### src/design/osr_pkg.sv
// Package for the ordered set with rank: command/result words, status codes,
// cell control struct and sizing constants. No dependencies.
package osr_pkg;

  localparam int CAPACITY_DEF = 256;
  localparam int KEY_W        = 32;
  localparam int RANK_W       = 9;
  localparam int GROUP        = 16;

  typedef enum logic [1:0] {
    OP_INSERT = 2'd0,
    OP_RANK   = 2'd1,
    OP_REMOVE = 2'd2,
    OP_NONE   = 2'd3
  } op_t;

  typedef enum logic [1:0] {
    ST_DONE   = 2'd0,
    ST_DUP    = 2'd1,
    ST_ABSENT = 2'd2,
    ST_FULL   = 2'd3
  } status_t;

  typedef struct packed {
    logic [1:0]              operation;
    logic signed [KEY_W-1:0] key;
  } in_word_t;

  typedef struct packed {
    logic [1:0]        status;
    logic [RANK_W-1:0] rank;
  } out_word_t;

  typedef struct packed {
    logic                    cmp;
    logic                    ins;
    logic                    rem;
    logic signed [KEY_W-1:0] key;
  } cell_ctl_t;

endpackage

### src/design/osr_reduce.sv
// Two-level reduction of the per-cell match flags into found and rank.
// Groups are registered; the final merge is combinational. Uses osr_pkg.
module osr_reduce #(
  parameter int CAPACITY = osr_pkg::CAPACITY_DEF
) (
  input  logic                        clk,
  input  logic                        load,
  input  logic [CAPACITY-1:0]         eq,
  output logic                        found,
  output logic [osr_pkg::RANK_W-1:0]  rank
);

  localparam int NGRP = (CAPACITY + osr_pkg::GROUP - 1) / osr_pkg::GROUP;

  logic [NGRP-1:0]                      grp_found, grp_found_next;
  logic [osr_pkg::RANK_W-1:0]           grp_rank [NGRP];
  logic [osr_pkg::RANK_W-1:0]           grp_rank_next [NGRP];

  always_comb begin
    for (int g = 0; g < NGRP; g++) begin
      grp_found_next[g] = 1'b0;
      grp_rank_next[g]  = '0;
      for (int j = 0; j < osr_pkg::GROUP; j++) begin
        if (g * osr_pkg::GROUP + j < CAPACITY) begin
          if (eq[g * osr_pkg::GROUP + j]) begin
            grp_found_next[g] = 1'b1;
            grp_rank_next[g]  = grp_rank_next[g] |
                                osr_pkg::RANK_W'(g * osr_pkg::GROUP + j + 1);
          end
        end
      end
    end
  end

  always_ff @(posedge clk) begin
    if (load) begin
      grp_found <= grp_found_next;
      grp_rank  <= grp_rank_next;
    end
  end

  always_comb begin
    found = |grp_found;
    rank  = '0;
    for (int g = 0; g < NGRP; g++) begin
      rank = rank | grp_rank[g];
    end
  end

endmodule

### config.mk
export PLATFORM = sky130hd
export DESIGN_NAME = osr_reduce
export DESIGN_NICKNAME = d
export VERILOG_FILES = /design/src/design/osr_pkg.sv /design/src/design/osr_reduce.sv
export SDC_FILE = /design/constraint.sdc
export NUM_CORES = 1
export LEC_CHECK = 0
export BUFFER_PORTS_ARGS = -buffer_cell sky130_fd_sc_hd__buf_2
export CAP_MARGIN = 20
export CORE_ASPECT_RATIO = 0.7
export CORE_MARGIN = 4
export CORE_UTILIZATION = 45
export CTS_CLUSTER_SIZE = 14
export DETAILED_ROUTE_END_ITERATION = 16
export PLACE_DENSITY_LB_ADDON = 0.3
export SETUP_SLACK_MARGIN = 0.05
export SLEW_MARGIN = 0
export SYNTH_ARGS = -nofsm -noshare
export SYNTH_HDL_FRONTEND = slang
export SYNTH_SLANG_ARGS = --single-unit
### constraint.sdc
create_clock -name clk -period 2.08 [get_ports clk]
set_input_delay 0.104 -clock clk [delete_from_list [all_inputs] [get_ports clk]]
set_output_delay 0.104 -clock clk [all_outputs]
set_load 0.03 [all_outputs]
# Word-level counts from Yosys, hierarchy flattened
# Cells that the tools add are included.
op_classes:
  add_sub_neg: 0
  multipliers: 0
  div: 0
  order_cmp: 0
  eq_ne: 0
  n_shift: 0
  mux: 256
  bitwise: 15
  n_reduce_logical: 17
op_table:
  columns: ["op", "n"]
  rows:
  - ["$mux 7", 60]
  - ["$mux 6", 44]
  - ["$reduce_or 15->1", 16]
  - ["$mux 5", 43]
  - ["$mux 8", 22]
  - ["$mux 4", 40]
  - ["$or 9x9->9", 11]
  - ["$mux 3", 20]
  - ["$or 9x8->9", 4]
  - ["$mux 2", 10]
  - ["$mux 1", 17]
  - ["$reduce_or 16->1", 1]
totals:
  register_bits: 156
  latch_bits: 0
  ram_bits: 0
  romBits: 0
  in_bits: 258
  output_inout_bits: 10
  elab_cells: 347
  mem_count: 0

# Longest topological paths before layout
depth:
  ltp_word: 15
  ltp_mapped: 3
  ltp_nobuf: 3

# Worst setup path after synthesis
# Ideal clock, no wire load.
synth_timing:
  kind: "register to output"
  startpoint: "register grp_rank[86] (netlist name)"
  endpoint: "output port found"
  t_arrival_ns: 1.330
  required_ns: 1.976
  slack_ns: 0.646
  stages_incl_launch_ff: 4
  n_path_buf: 0
  cell_sequence: "edfxtp_1 -> or4_1 -> nor3_1 -> nand3_1"
synth_rtl:
  columns: ["item", "line", "source"]
  rows:
  - ["end: declaration", "osr_reduce.sv:9", "output logic found,"]

# Final worst setup path
layout_timing:
  startpoint: "register grp_rank[101] (netlist name)"
  endpoint: "output port rank[2] (netlist name)"
layout_between:
  elab_chain_cells: 12
layout_lines:
  columns: ["item", "line", "source"]
  rows:
  - ["start: declaration", "osr_reduce.sv:16", "logic [osr_pkg::RANK_W-1:0] grp_rank [NGRP];"]
  - ["start signal: assignment", "osr_reduce.sv:38", "grp_rank <= grp_rank_next;"]
  - ["$or 9x9->9 (4 in series)", "osr_reduce.sv:46", "rank = rank | grp_rank[g];"]
  - ["$or 9x8->9 (3 in series)", "osr_reduce.sv:46", null]
  - ["$or 9x9->9", "osr_reduce.sv:46", null]
  - ["$or 9x8->9", "osr_reduce.sv:46", null]
  - ["$or 9x9->9 (3 in series)", "osr_reduce.sv:46", null]
  - ["end: declaration", "osr_reduce.sv:10", "output logic [osr_pkg::RANK_W-1:0] rank"]
# No other way between the ends.

==> out/qor.log <==
[run_status] outcome finished clean
[finish] Layout fillers 795
[yosys] number of instances in the synthesized netlist 383
[power_and_ir_drop] power per standard cell area 724 nW/µm²
[timing] Post-Route Setup TNS 0 ns
[timing] number of endpoints with negative hold slack in the final report 0
[global_route] global route total overflow 0
[setup_path] Crit. End Element primary output
[yosys] post-synthesis net count 641
[floorplan] Die Y-Extent 93.2 µm
[timing] Max Clk Rate 544 MHz
[finish] Seq. cell area 3120 µm²
[job] number of maximum-capacitance violations 0
[global_route] wire length of the first global-routing pass 22700 µm
[yosys] Cell variety after synth 14
[timing] worst-case headroom to the max-slew limit 54.7%
[clock_network] clock transition at the registers of the reported paths 0.07 ns
[clock_network] post-CTS repair timing setup buffer count 0
[floorplan] number of I/O pins 268
[timing] transition time of the tightest slew-check pin 0.673 ns
[power_and_ir_drop] total power 4.84 mW
[floorplan] DIE AREA 12100 µm²
[route] DRC 0
[clock_network] cell chosen for the clock root sky130_fd_sc_hd__clkbuf_16
[global_route] via count of the first global-routing pass 4694
[setup_path] cell type of the slowest stage on the worst timing path sky130_fd_sc_hd__nor4_1
[finish] area of combinational cells with multiple inputs 1540 µm²
[finish] area growth from synthesis to layout 43.5%
[global_route] combined global-route utilization of all metal layers 24.7%
[min_path] Hold Crit Class in -> reg
[power_and_ir_drop] leakage component of the power 2.49 nW
[setup_path] family of cells with the greatest summed delay on the critical path simple AND/OR/NAND/NOR gates
[yosys] number of warnings printed during yosys synthesis 0
[clock_network] Inserted Clock Buffers 9
[setup_path] Crit path required time 1.98 ns
[placed_design] count of port buffers added during placement 267
[route] overall routed net length 15500 µm
[setup_path] signal arrival time at the worst endpoint 1.73 ns
[setup_path] crit-path max FO 1
[floorplan] Initial Utilization 47.0%
[route] Via density 5.82
[route] routed wirelength normalized by instance count 19.1 µm
[timing] Final Cycle Share 88.3%
[route] remaining antenna violation count after routing 0
[timing] final max-slew violation count 0
[setup_path] Worst Path Class, Setup reg -> out
[clock_network] TritonCTS clock tree built
[timing] RSZ-0062 raised after global routing no
[floorplan] die extent in x 130 µm
[finish] fraction of layout cells with a size suffix above 1 42.8%
[global_route] pin count of the biggest net entering global routing 51
[route] Pre-antenna DRT Iters 5
[placed_design] Final GP Congestion 0.911
[yosys] proportion of synthesized chip area in sequential cells 67.0%
[route] Detailed Route Iter0 Violations 400
[clock_network] Max Buffers Root-to-Sink 2
[placed_design] HPWL reported at the end of detailed placement 12700 µm
[yosys] Post-Synthesis Mean Instance Area 12.2 µm²
[setup_path] critical path buffer and inverter count 1
[yosys] cell area after synthesis 4660 µm²
[setup_path] CP cell instances nor4_1 -> nand4_1 -> buf_2
[setup_path] startpoint type of the worst setup path flop
[timing] final setup violation count 0
[floorplan] Cell Rows 30
[clock_network] number of clock sinks 104
[clock_network] H-tree levels 3
[timing] Final Critical Period 1.84 ns
[setup_path] delay contributed by the slowest stage of the critical path 0.59 ns
[global_route] number of antenna violations at the first check in global routing 0
[finish] Antenna diodes 0
[finish] number of nets at the end of the flow 937
[power_and_ir_drop] Max VDD drop 505 µV
[yosys] number of synthesized register bits 104
[floorplan] Std-Cell Core Area 9910 µm²
[route] routed via count 4720
## flip-flops by register name, indices dropped and copies added (netlist names)
signal	cells
grp_found	8
grp_rank	96
## path summary, 6_finish.rpt
check     startpoint             to  slack [ns]  cells after the start
max    grp_rank[101]        rank[2]        0.24                      3
min           eq[67]  grp_rank[101]        0.04                      3
## placed cells by master, fill, tap and decap left out
cell / instances
sky130_fd_sc_hd__buf_12: 1
sky130_fd_sc_hd__buf_2: 266
sky130_fd_sc_hd__buf_4: 3
sky130_fd_sc_hd__bufinv_16: 3
sky130_fd_sc_hd__clkbuf_16: 9
sky130_fd_sc_hd__clkinv_1: 1
sky130_fd_sc_hd__clkinvlp_4: 2
sky130_fd_sc_hd__dlygate4sd3_1: 16
sky130_fd_sc_hd__edfxtp_1: 104
sky130_fd_sc_hd__nand2_1: 42
sky130_fd_sc_hd__nand3_1: 20
sky130_fd_sc_hd__nand3b_1: 7
sky130_fd_sc_hd__nand4_1: 16
sky130_fd_sc_hd__nand4b_1: 1
sky130_fd_sc_hd__nor2_1: 20
sky130_fd_sc_hd__nor2b_1: 4
sky130_fd_sc_hd__nor3_1: 39
sky130_fd_sc_hd__nor3_2: 1
sky130_fd_sc_hd__nor4_1: 105
sky130_fd_sc_hd__or2_2: 7
sky130_fd_sc_hd__or3_1: 7
sky130_fd_sc_hd__or4_1: 9
## layout make-up
class,count,area share [%]
flip-flops and latches,104,46.7
multi-input cells,278,23.0
repair buffers,286,22.9
clock buffers,9,3.37
well taps,128,2.39
clock inverters,6,1.63
## metrics by stage
step | cells | hold WS (ns) | area, µm² | worst slack (ns) | utilization [%]
after floorplan | 383 | 0.203 | 4660 | 0.646 | -
after global placement | 780 | 0.294 | 6190 | 0.589 | 62.4
after detailed placement | 780 | 0.294 | 6190 | 0.525 | 62.4
after CTS | 811 | 0.0307 | 6680 | 0.132 | 67.4
after global routing | 811 | 0.0402 | 6690 | 0.122 | 67.5
final | 811 | 0.0435 | 6690 | 0.243 | 67.5
## cell families (layout without fill, tap and decap cells)
| group | count (synthesis) | after routing | synth area share, % |
|---|---|---|---|
| buffers and inverters | 1 | 301 | 0.161 |
| AND/OR/NAND/NOR | 278 | 278 | 32.9 |
| flip-flops | 104 | 104 | 67.0 |
## where the power goes
group          total [mW]  switching [mW]  internal, mW
logic               0.496           0.250         0.246
registers            2.47          0.0498          2.42
clock network        1.87           0.709          1.16
## worst min-delay path, cell delays in order
cell and delay (ns):
sky130_fd_sc_hd__buf_2 0.07, sky130_fd_sc_hd__nor4_1 0.05, sky130_fd_sc_hd__nand2_1 0.05
## cells in the mapped netlist
master	number	share of area, %
sky130_fd_sc_hd__nor4_1	105	14
sky130_fd_sc_hd__edfxtp_1	104	67
sky130_fd_sc_hd__nand2_1	42	3.4
sky130_fd_sc_hd__nor3_1	40	4.3
sky130_fd_sc_hd__nand3_1	20	2.1
sky130_fd_sc_hd__nor2_1	20	1.6
sky130_fd_sc_hd__nand4_1	16	2.1
sky130_fd_sc_hd__or4_1	9	1.4
sky130_fd_sc_hd__nand3b_1	7	1.1
sky130_fd_sc_hd__or2_2	7	0.94
sky130_fd_sc_hd__or3_1	7	0.94
sky130_fd_sc_hd__nor2b_1	4	0.54
sky130_fd_sc_hd__buf_4	1	0.16
sky130_fd_sc_hd__nand4b_1	1	0.19
## routing by layer
layer	global-route usage (%)	routed length [µm]	vias to the layer above
met5	0	0	-
met4	8.13	372	0
met3	4.91	1480	32
met2	43.7	7710	270
met1	30.2	5950	2210
li1	-	-	2208
## what timing repair did
action,CTS,global route
setup endpoints to repair,0,1
hold buffers,16,0
gates resized for setup,0,1
endpoints found under the hold margin,16,0
(Power assumes the default switching activity.)
