===== src/design/osr_pkg.sv =====
// Package for the ordered set with rank: command/result words, status codes,
// cell control struct and sizing constants. No dependencies.
package osr_pkg;

  localparam int CAPACITY_DEF = 256;
  localparam int KEY_W        = 32;
  localparam int RANK_W       = 9;
  localparam int GROUP        = 16;

  typedef enum logic [1:0] {
    OP_INSERT = 2'd0,
    OP_RANK   = 2'd1,
    OP_REMOVE = 2'd2,
    OP_NONE   = 2'd3
  } op_t;

  typedef enum logic [1:0] {
    ST_DONE   = 2'd0,
    ST_DUP    = 2'd1,
    ST_ABSENT = 2'd2,
    ST_FULL   = 2'd3
  } status_t;

  typedef struct packed {
    logic [1:0]              operation;
    logic signed [KEY_W-1:0] key;
  } in_word_t;

  typedef struct packed {
    logic [1:0]        status;
    logic [RANK_W-1:0] rank;
  } out_word_t;

  typedef struct packed {
    logic                    cmp;
    logic                    ins;
    logic                    rem;
    logic signed [KEY_W-1:0] key;
  } cell_ctl_t;

endpackage


===== src/design/osr_cell.sv =====
// One slot of the sorted chain: holds a key and its valid bit, compares
// against the broadcast key and shifts with its neighbors. Uses osr_pkg.
module osr_cell (
  input  logic                            clk,
  input  logic                            rst,
  input  osr_pkg::cell_ctl_t              ctl,
  input  logic signed [osr_pkg::KEY_W-1:0] left_key,
  input  logic                            left_valid,
  input  logic                            left_lt,
  input  logic signed [osr_pkg::KEY_W-1:0] right_key,
  input  logic                            right_valid,
  output logic signed [osr_pkg::KEY_W-1:0] key,
  output logic                            valid,
  output logic                            lt,
  output logic                            eq
);

  always_ff @(posedge clk) begin
    if (ctl.cmp) begin
      lt <= valid && (key < ctl.key);
      eq <= valid && (key == ctl.key);
    end
    if (ctl.ins && !lt) begin
      key <= left_lt ? ctl.key : left_key;
    end else if (ctl.rem && !lt) begin
      key <= right_key;
    end
  end

  always_ff @(posedge clk) begin
    if (rst) begin
      valid <= 1'b0;
    end else if (ctl.ins) begin
      valid <= valid | left_valid;
    end else if (ctl.rem && !lt) begin
      valid <= right_valid;
    end
  end

endmodule


===== config.mk =====
export PLATFORM = sky130hd
export DESIGN_NAME = osr_cell
export DESIGN_NICKNAME = d
export VERILOG_FILES = /design/src/design/osr_pkg.sv /design/src/design/osr_cell.sv
export SDC_FILE = /design/constraint.sdc
export NUM_CORES = 1
export LEC_CHECK = 0
export ABC_AREA = 1
export BUFFER_PORTS_ARGS = -buffer_cell sky130_fd_sc_hd__buf_2
export CAP_MARGIN = 0
export CORE_MARGIN = 1
export CORE_UTILIZATION = 40
export CTS_CLUSTER_SIZE = 30
export DETAILED_ROUTE_END_ITERATION = 10
export GPL_TIMING_DRIVEN = 0
export PLACE_DENSITY = 0.72
export SYNTH_ARGS = -nofsm -noshare
export SYNTH_HDL_FRONTEND = slang
export SYNTH_SLANG_ARGS = --single-unit

===== constraint.sdc =====
create_clock -name clk -period 7.2 [get_ports clk]
set_input_delay 0.72 -clock clk [delete_from_list [all_inputs] [get_ports clk]]
set_output_delay 0.72 -clock clk [all_outputs]
set_load 0.01 [all_outputs]

* Word level (Yosys, flattened, before mapping)
Index checks and enable logic that the tools add are counted.
Word-level totals: register bits 35, output and inout bits 35, word-level logic and storage cells 19
Cells by class: eq/ne operators 1, muxes and demuxes 5, bitwise logic cells 1, reduce and logical (&&, ||, !) cells 7, order comparisons 1
Operators with widths (count):
- 32-bit two-way mux | 3
- 32-bit == test | 1
- 32-bit less-than comparator | 1
- 1-bit logical AND | 4
- 2-bit nonzero test | 2
- 1-bit two-way mux | 2
- 1-bit zero test | 1
- 1-bit bitwise OR | 1

* Logic depth before layout (Yosys ltp)
Gate-level depths: netlist of run 1.
depth in word-level cells 4, gate-level depth with buffers 15, mapped depth without buffers 15

* Worst setup path after synthesis of run 1
Ideal clock, no wire load.
path type input to register, from input ctl[33] in the netlist's numbering, to register key[0] in the netlist's numbering (enable), setup slack 3.694 ns, library setup time 0.466 ns, required time 6.734 ns, data arrival time 3.041 ns, stages on the path 2, path buffers 0, cells stage by stage inv_2 o21ai_0
On the way: word-level cells in the longest chain between the ends 2
RTL lines:
- start, declared | RTL line osr_cell.sv:6 | input osr_pkg::cell_ctl_t ctl,
- 1-bit logical AND | RTL line osr_cell.sv:23 | if (ctl.ins && !lt) begin
- 2-bit nonzero test (no source line)
- end signal, assigned | RTL line osr_cell.sv:24 | key <= left_lt ? ctl.key : left_key;
- end signal, assigned | RTL line osr_cell.sv:26 | key <= right_key;
- end, declared | RTL line osr_cell.sv:12 | output logic signed [osr_pkg::KEY_W-1:0] key,
No other way between the ends. A chain may end at the register's enable or synchronous reset.

* Worst setup path after layout of run 1
from input ctl[31] in the netlist's numbering, to register lt, data pin
On the way: word-level cells in the longest chain between the ends 2
RTL lines:
- 32-bit less-than comparator | RTL line osr_cell.sv:20 | lt <= valid && (key < ctl.key);
- 1-bit logical AND | RTL line osr_cell.sv:20
- end signal, assigned | RTL line osr_cell.sv:20
- end, declared | RTL line osr_cell.sv:14 | output logic lt,
No other way between the ends.

==> impl_results.md, run 1 <==
- Status: complete, no violations
- GR Overflow Total: 0
- Clock power frac: 0.233
- Routed wire length: 6895 µm
- Footprint of the multi-input gates: between 1000 and 1500 µm²
- Depth of the CTS H-tree: 2
- Die ar.: a little under 7000 µm²
- Worst-case clock buffer depth: 2
- Core area: 6350 µm²
- Hold Fails Final Rpt: 0
- GRT Total Usage: 0.2080
- Setup violations, final: 0
- Clock latency on the worst-skew pair: 0.28 ns
- Worst VDD drop: 0.07707 mV
- Post-CTS setup buffers: 0
- Most common cell after layout, fill and taps aside: buf_2
- Nets: 610
- Crit. End Element: flip-flop
- Max_cap viols: 0
- Ant. Diodes: 0
- Critical Path Fanout Max: 3
- Switching Fraction: 0.3219
- Fillcell total: 629
- Crit path launch type: input port
- Drt drc: 0
- Share of layout cells above drive strength 1: 0.3495
- Most frequent cells in the layout: buf_2 (145), nand2_1 (96), nor2_1 (40)
- Sum of buffers and inverters on the critical path: 2
- Post-DRT Antenna Nets: 0
- Final period utilization: 0.2684
- Clock skew: 0.003853 ns
- Logic pwr share: 0.319
- CTS tree: yes
- Slew HR: 0.6690
- Initial Util: 0.4142
- Critical setup path kind: input port to flip-flop
- Die H: between 80 and 90 µm
- CTS sink cnt: 35
- P per Cell Area: 167.7 nW/µm²
- 1st-pass router iterations: 4
- Minimum clock period after layout: 1.932 ns
- Syn nets: 465
- CTS Hold Bufs: 0
- Flop pwr share: 0.447
- RSZ-0062 raised after global routing: false
- CTS buffer count: 5
- Hold crit path type: input port to flip-flop
- Avg WL per Cell: 12.49 µm
- Worst Path Arrival: roughly 2.0 ns
- Via count: 2707
- Data required, critical path: ~7.2 ns
- Area delta synth->final: 34.25%
- RD Place Congestion: a little over 0.8
- Mapped Cells: 329
- PortBufs: 137
- DRT iter0 DRCs: 114
- Distinct cell type count after synthesis: 28
- Final hold slack: 0.6026 ns
- Vias in the first global route: approximately 2500
- Initial antenna violation count: 0
- Critical path's slowest cell: ha_1
- Cell internal pwr: ~400 µW
- PostCTS Resize Cnt: 0
- CP max stage delay: 0.31 ns
- Fin Setup TNS: 0 ns
- Largest net degree at the start of global routing: 24
- Pins Over Slew Limit: 0
- FF+latch count, synth: 35
- Global-route wire length before repair: 11590 µm
- Cell Area, Synth: 2630 µm²
- Worst path cell trace: buf_2, inv_1, ha_1, nand2_1, nor2_2, nand2_2, nor4_4, nand2_1, a21oi_1, nor2_1
- Clock root buffer: clkbuf_8
- Reg area: 1041 µm²
- Yosys warns: 0
- Hpwl dp: 5576 µm
- Most used cell, CP: nand2_1
- Slew @ Worst Pin: 0.4965 ns
- # rows: 29
- Worst-path clk slew: 0.07 ns
- Syn avg cell area: 7.994 µm²
- Mean number of vias per cell: 4.904
- Post-synthesis sequential area ratio: 0.3958
- F_max: slightly above 0.5 GHz
- Leak Pwr: 0.001856 µW
- Switch Pwr: 190.7 µW
- Die width: 83.09 µm
- CP top delay family: simple AND/OR/NAND/NOR gates
- Io pins: 139
==> through the flow <==
stage / cell area, µm² / util / std cells / worst slack, ns / power, µW
4_1_cts: 3531 / 0.5561 / 552 / 5.261 / 599.1
2_1_floorplan: 2630 / - / 329 / 3.694 / 379.8
6_report: 3531 / 0.5561 / 552 / 5.268 / 592.3
3_5_place_dp: 3451 / 0.5434 / 544 / 4.968 / 459.9
5_1_grt: 3531 / 0.5561 / 552 / 5.127 / 633.1
3_3_place_gp: 3412 / 0.5373 / 543 / 2.366 / 452.1
==> power groups by stage <==
stage	clock network, µW	logic [µW]	registers (µW)
final	138	189	265
after global routing	150	216	268
after CTS	142	192	265
after detailed placement	0	190	270
after global placement	0	182	270
after floorplan	0	100	280
==> state kept, by name (all words and copies together) (netlist names) <==
name / flops
lt: 1
eq: 1
key: 32
valid: 1
==> layout make-up <==
class / instances / area share
Clock inverter: 2 / 0.002126
Timing Repair Buffer: 138 / 0.2020
Tap cell: 77 / 0.02729
Inverter: 43 / 0.04571
Clock buffer: 6 / 0.02055
Multi-Input combinational cell: 238 / 0.3909
Buffer: 13 / 0.01665
Sequential cell: 35 / 0.2948
==> routing by layer <==
metal / global-route usage / routed length [µm] / vias to the layer above / share of wire
li1: - / - / 1390 / -
met1: 0.2731 / 3096 / 1201 / 0.45
met2: 0.3480 / 3309 / 108 / 0.48
met3: 0.03678 / 371 / 8 / 0.054
met4: 0.06583 / 117 / 0 / 0.017
met5: 0 / 0 / - / 0
==> final timing paths <==
kind         slack (ns)  cells past startpoint     to    start
min reg2reg        0.61                      2     lt    valid
min                0.60                      2  valid      rst
max                5.27                     10     lt  ctl[31]
max reg2reg        5.42                      8     lt  key[31]
==> logic make-up after synthesis <==
group / count (synthesis) / synth area share
DFF: 35 / 0.3958
and+or+nand+nor: 152 / 0.2402
buffers and inverters: 56 / 0.08373
AOI/OAI and AO/OA: 54 / 0.1280
adders and majority gates: 32 / 0.1522
==> Yosys cell counts <==
cell type	number	share of area
nand2_1	96	0.14
nor2_1	40	0.057
inv_1	39	0.056
edfxtp_1	34	0.39
a31oi_1	32	0.076
ha_1	32	0.15
a21oi_1	13	0.025
buf_2	8	0.015
clkbuf_1	5	0.0071
inv_2	4	0.0057
nand3_1	3	0.0057
nor3_1	3	0.0057
o21ai_0	3	0.0057
nand2_2	2	0.0048
nand4_1	2	0.0048
a211oi_1	1	0.0029
a21o_1	1	0.0029
a21oi_2	1	0.0033
a21oi_4	1	0.0062
and3_1	1	0.0024
dfxtp_1	1	0.0076
nand2_4	1	0.0043
nor2_2	1	0.0024
nor2_4	1	0.0043
nor3_2	1	0.0038
nor4_4	1	0.0081
o21a_1	1	0.0029
o21a_2	1	0.0033
Power figures use the tool's default switching activity.
==> inputs of run 2 (changes only) <==
Settings changed: PLACE_DENSITY 0.72 to 0.75.
Clock period 7.2 ns to 1.6 ns, I/O delays scaled along.
==> impl_results.md, run 2 (synthesis gave the netlist of run 1 again) <==
- Fin Setup TNS: -0.1254 ns
- Avg WL per Cell: roughly 13 µm
- PortBufs: between 100 and 150
- Pre-CTS WS: -0.2231 ns
- P per Cell Area: between 700 and 800 nW/µm²
- Slew @ Worst Pin: 0.6239 ns
- Core area: 6350 µm²
- GRT Total Usage: 0.2078
- Depth of the CTS H-tree: 2
- Slack of the critical path: -0.1254 ns
- Initial Util: 0.4142
- Hpwl dp: 5611 µm
- Global-route wire length before repair: about 12000 µm
- Leak Pwr: 0.001863 µW
- Die H: between 80 and 90 µm
- Failing checks: setup timing
- Routed wire length: 7360 µm
- Hold crit path type: input port to flip-flop
- Top reg by flops: key
- CTS buffer count: 5
- Most used cell, CP: nand2_2
- Hold Path Stages: 2
- Crit. End Element: flip-flop
- Critical setup path kind: flip-flop to flip-flop
- F_max: 0.5796 GHz
- Vias in the first global route: 2622
- Io pins: 139
- Clock skew: 0.005902 ns
- CP max stage delay: 0.44 ns
- CP top delay family: simple AND/OR/NAND/NOR gates
- Pins Over Slew Limit: 0
- Nets: 613
- 1st-pass router iterations: 4
- Worst flop-to-flop path endpoint: lt
- Setup violations, final: 1
- Worst-case clock buffer depth: 2
- CP startpoint: key[29]
- Fin cells: 555
- Worst-path clk slew: 0.08 ns
- Most frequent cells in the layout: buf_2 (145), nand2_1 (91), inv_1 (39), nor2_1 (39), edfxtp_1 (34)
- Ant. Diodes: 0
- Crit path launch type: flip-flop
- End of the worst hold path: valid
- CTS tree: yes
- RSZ-0062 raised after global routing: true
- Via count: 2764
- CTS sink cnt: 35
- Initial antenna violation count: 0
- Largest net degree at the start of global routing: 17
- CTS Hold Bufs: 0
- Share of layout cells above drive strength 1: 0.3787
- Hold Startpoint: rst
- GR Overflow Total: 0
- R2R setup slack: -0.13 ns
- Status: finished, violations left
- Mean number of vias per cell: 4.980
- Minimum clock period after layout: between 1.5 and 2 ns
- Critical Path Fanout Max: 2
- Area delta synth->final: 37.68%
- Worst VDD drop: ~0.36 mV
- Most common cell after layout, fill and taps aside: buf_2
- R2R depth: 8
- Final period utilization: 1.078
- Hold Fails Final Rpt: 0
- Drt drc: 0
- Clock latency on the worst-skew pair: 0.28 ns
- RD Place Congestion: 0.7965
- Die ar.: between 6000 and 7000 µm²
- RR Startpoint: key[29]
- Data required, critical path: 1.64 ns
- Worst path cell trace: ha_4, nand2_2, nor2_4, nand2_2, nor4_4, nand2_2, a21oi_2, nor2_1
- Max FFs per register: 32
- Post-DRT Antenna Nets: 0
- Critical path's slowest cell: edfxtp_1
- Worst Path Arrival: 1.77 ns
- Die width: 83.09 µm
- Placed Cells: 543
- Slew HR: 0.5825
- Clock root buffer: clkbuf_8
- # rows: 29
- Max_cap viols: 0
- DRT iter0 DRCs: approximately 120
- Sum of buffers and inverters on the critical path: 0
## run 2: cell count changes in the layout (fill, tap and decap cells not counted), sizes merged
cell    previous run  this run
buf              146       147
clkbuf            11        12
clkinv             2         1
nor2              42        43
o21ai              3         4
## run 2: final cells by class
| class | instances | area [µm²] |
|---|---|---|
| plain buffers | 13 | 58.81 |
| flip-flops and latches | 35 | 1041 |
| clock buffers | 7 | 76.32 |
| fillers | 608 | 2729 |
| multi-input cells | 240 | 1481 |
| repair buffers | 139 | 700.7 |
| inverters | 43 | 161.4 |
| well taps | 77 | 96.34 |
| clock inverters | 1 | 5.005 |
## run 2: metrics by stage
step / hold slack [ns] / utilization / total power (µW) / cell area [µm²]
3_5_place_dp: 0.3357 / 0.5411 / 2066 / 3436
3_3_place_gp: 0.3306 / 0.5411 / 2037 / 3436
2_1_floorplan: 0.2393 / - / 1714 / 2654
5_1_grt: 0.03429 / 0.5702 / 2911 / 3621
6_report: 0.03951 / 0.5702 / 2734 / 3621
4_1_cts: 0.03274 / 0.5568 / 2714 / 3536
## run 2: timing repair
item	4_1_cts	5_1_grt
hold endpoints to repair	0	0
resized for setup	2	11
endpoints found under the setup margin	33	20
gates cloned	1	1
setup buffers	0	2
pin swaps	2	4
## run 2: worst register-to-register path: cells and delay by family (launching register included)
family	cells	cell delay (ns)
AO/OA/AOI/OAI	1	0.13
AND/OR/NAND/NOR	6	0.63
flip-flops	1	0.44
adder cells (fa/ha/maj)	1	0.30
## run 2: report_power, final
part	leakage [µW]	switching (µW)	internal, µW
Clock	0.0000422	330	306
Sequential	0.000340	65.9	1140
Combinational	0.00148	506	389
Total	0.00186	902	1830
## run 2: worst max-delay path by stage
stage / to / slack (ns) / cells past startpoint
2_1_floorplan: lt / -0.03 / 8
3_3_place_gp: key[11] / -0.18 / 1
3_5_place_dp: key[10] / -0.22 / 1
4_1_cts: lt / -0.20 / 8
5_1_grt: lt / -0.26 / 8
6_report: lt / -0.13 / 8
## run 2: per-layer routing
metal	part of all wire	vias up	global-route usage
li1	-	1403	-
met4	0.010	0	0.05799
met5	0	-	0
met3	0.051	4	0.03280
met1	0.43	1258	0.2675
met2	0.51	99	0.3607
==> inputs of run 3 (changes only) <==
Settings changed: BUFFER_PORTS_ARGS -buffer_cell sky130_fd_sc_hd__buf_2 to not set, CORE_ASPECT_RATIO set to 2, DONT_BUFFER_PORTS set to 1, GPL_TIMING_DRIVEN 0 to not set, PLACE_DENSITY 0.75 to not set.
==> impl_results.md, run 3 (synthesis gave the netlist of run 1 again) <==
- Slew HR: 0.6381
- GRT Total Usage: 0.1865
- PortBufs: 0
- Worst-path clk slew: 0.06 ns
- Critical setup path kind: flip-flop to flip-flop
- Max_cap viols: 0
- Logic pwr share: 0.274
- Clock skew: 0.003144 ns
- Avg WL per Cell: 13.82 µm
- RSZ-0062 raised after global routing: true
- Crit path launch type: flip-flop
- Die ar.: roughly 6900 µm²
- Pins Over Slew Limit: 0
- Critical Path Fanout Max: 2
- Hpwl dp: 5124 µm
- Pre-CTS WS: -0.1291 ns
- DRT iter0 DRCs: 57
- Post-DRT Antenna Nets: 0
- Slew @ Worst Pin: 0.5421 ns
- Most common cell after layout, fill and taps aside: nand2_1
- Power Total: 3059 µW
- Clock power frac: 0.333
- Flop pwr share: 0.393
- Routed wire length: 6413 µm
- 1st-pass router iterations: 4
- Worst VDD drop: 0.7286 mV
- Failing checks: setup timing
- CTS buffer count: 5
- Drt drc: 0
- Share of layout cells above drive strength 1: 0.2143
- Setup violations, final: 1
- F_max: 0.5886 GHz
- Most frequent cells in the layout: nand2_1 (93), buf_4 (50), inv_1 (39), nor2_1 (39), edfxtp_1 (34)
- Leak Pwr: roughly 0.0016 µW
- Max FFs per register: 32
- P per Cell Area: between 900 and 1000 nW/µm²
- RD Place Congestion: approximately 0.77
- Area delta synth->final: 27.16%
- Core Util, Final: 0.5300
- Top reg by flops: key
- Initial Util: 0.4168
- Final hold slack: 0.1349 ns
- Clock root buffer: clkbuf_16
- Depth of the CTS H-tree: 2
- Mean number of vias per cell: 5.131
- Io pins: 139
- Largest net degree at the start of global routing: 51
- Global-route wire length before repair: 9494 µm
- GR Overflow Total: 0
- # rows: 41
- Switching Fraction: 0.2812
- Clock latency on the worst-skew pair: ~0.28 ns
- Crit. End Element: flip-flop
- Ant. Diodes: 0
- CTS tree: yes
- CTS sink cnt: 35
- Worst Path Arrival: 1.73 ns
- Core area: 6310 µm²
- Hold crit path type: input port to flip-flop
- Fin Setup TNS: -0.09892 ns
- Fillcell total: just over 600
- Status: finished, violations left
- Slack of the critical path: -0.09892 ns
- Cell internal pwr: 2199 µW
- Die H: 116.7 µm
- Hold Fails Final Rpt: 0
- Via count: 2381
- Die width: a little under 60 µm
- Minimum clock period after layout: 1.699 ns
- Data required, critical path: 1.63 ns
- Initial antenna violation count: 0
- Worst-case clock buffer depth: 2
- Final period utilization: 1.062
- Vias in the first global route: 2284
- Nets: 513
- Switch Pwr: between 800 and 900 µW
run 3: changes by cell type in the layout (fill, tap and decap cells not counted), moves of 3 or more:
cell       delta
nand2_2       -4
clkbuf_1      -6
clkbuf_16     +5
buf_2       -145
clkbuf_8      -3
buf_4        +48
run 3: worst paths after layout:
path | to | slack, ns | cells past startpoint | start
hold / removal | valid | 0.13 | 2 | ctl[33]
setup / recovery | lt | -0.1 | 8 | key[27]
setup reg to reg | lt | -0.1 | 8 | key[27]
hold reg to reg | lt | 0.69 | 2 | valid
run 3: power by group through the flow:
stage	clock, µW	combinational (µW)	sequential (µW)
global placement	0	783	1210
detailed placement	0	802	1220
global route	1080	945	1220
CTS	1040	817	1200
floorplan	0	457	1260
finish	1020	838	1200
run 3: critical path, stage by stage (launching register included):
cell      delay [ns]
edfxtp_1        0.43
ha_4            0.30
nand2_2         0.05
nor2_2          0.15
nand2_4         0.07
nor4_4          0.15
nand2_1         0.10
a21oi_1         0.13
nor2_1          0.06
run 3: layer usage:
| layer | up-vias | global-route usage | wire length, µm |
|---|---|---|---|
| met5 | - | 0 | 0 |
| met4 | 0 | 0.06349 | 82 |
| met3 | 7 | 0.04873 | 398 |
| met2 | 80 | 0.3813 | 3753 |
| met1 | 1096 | 0.1624 | 2178 |
| li1 | 1198 | - | - |
run 3: layout make-up:
cell class / instances / area (µm²) / share of cell area
clock buffer: 8 / 156.4 / 0.04676
inverter: 43 / 161.4 / 0.04826
multi-input combinational: 238 / 1443 / 0.4313
sequential: 35 / 1041 / 0.3113
tap: 86 / 107.6 / 0.03217
timing repair buffer: 54 / 435.4 / 0.1302
run 3: stage by stage:
step,std cells,cell area [µm²]
final,464,3344
after global routing,464,3344
after CTS,460,3267
after detailed placement,449,3080
after global placement,449,3080
after floorplan,329,2654
run 3: what timing repair did:
action                                  CTS  global route
endpoints found under the hold margin     3             0
resized for setup                         1             8
pin swaps                                 0             2
setup buffers                             1             4
endpoints found under the setup margin    1             2
hold buffers                              2             0
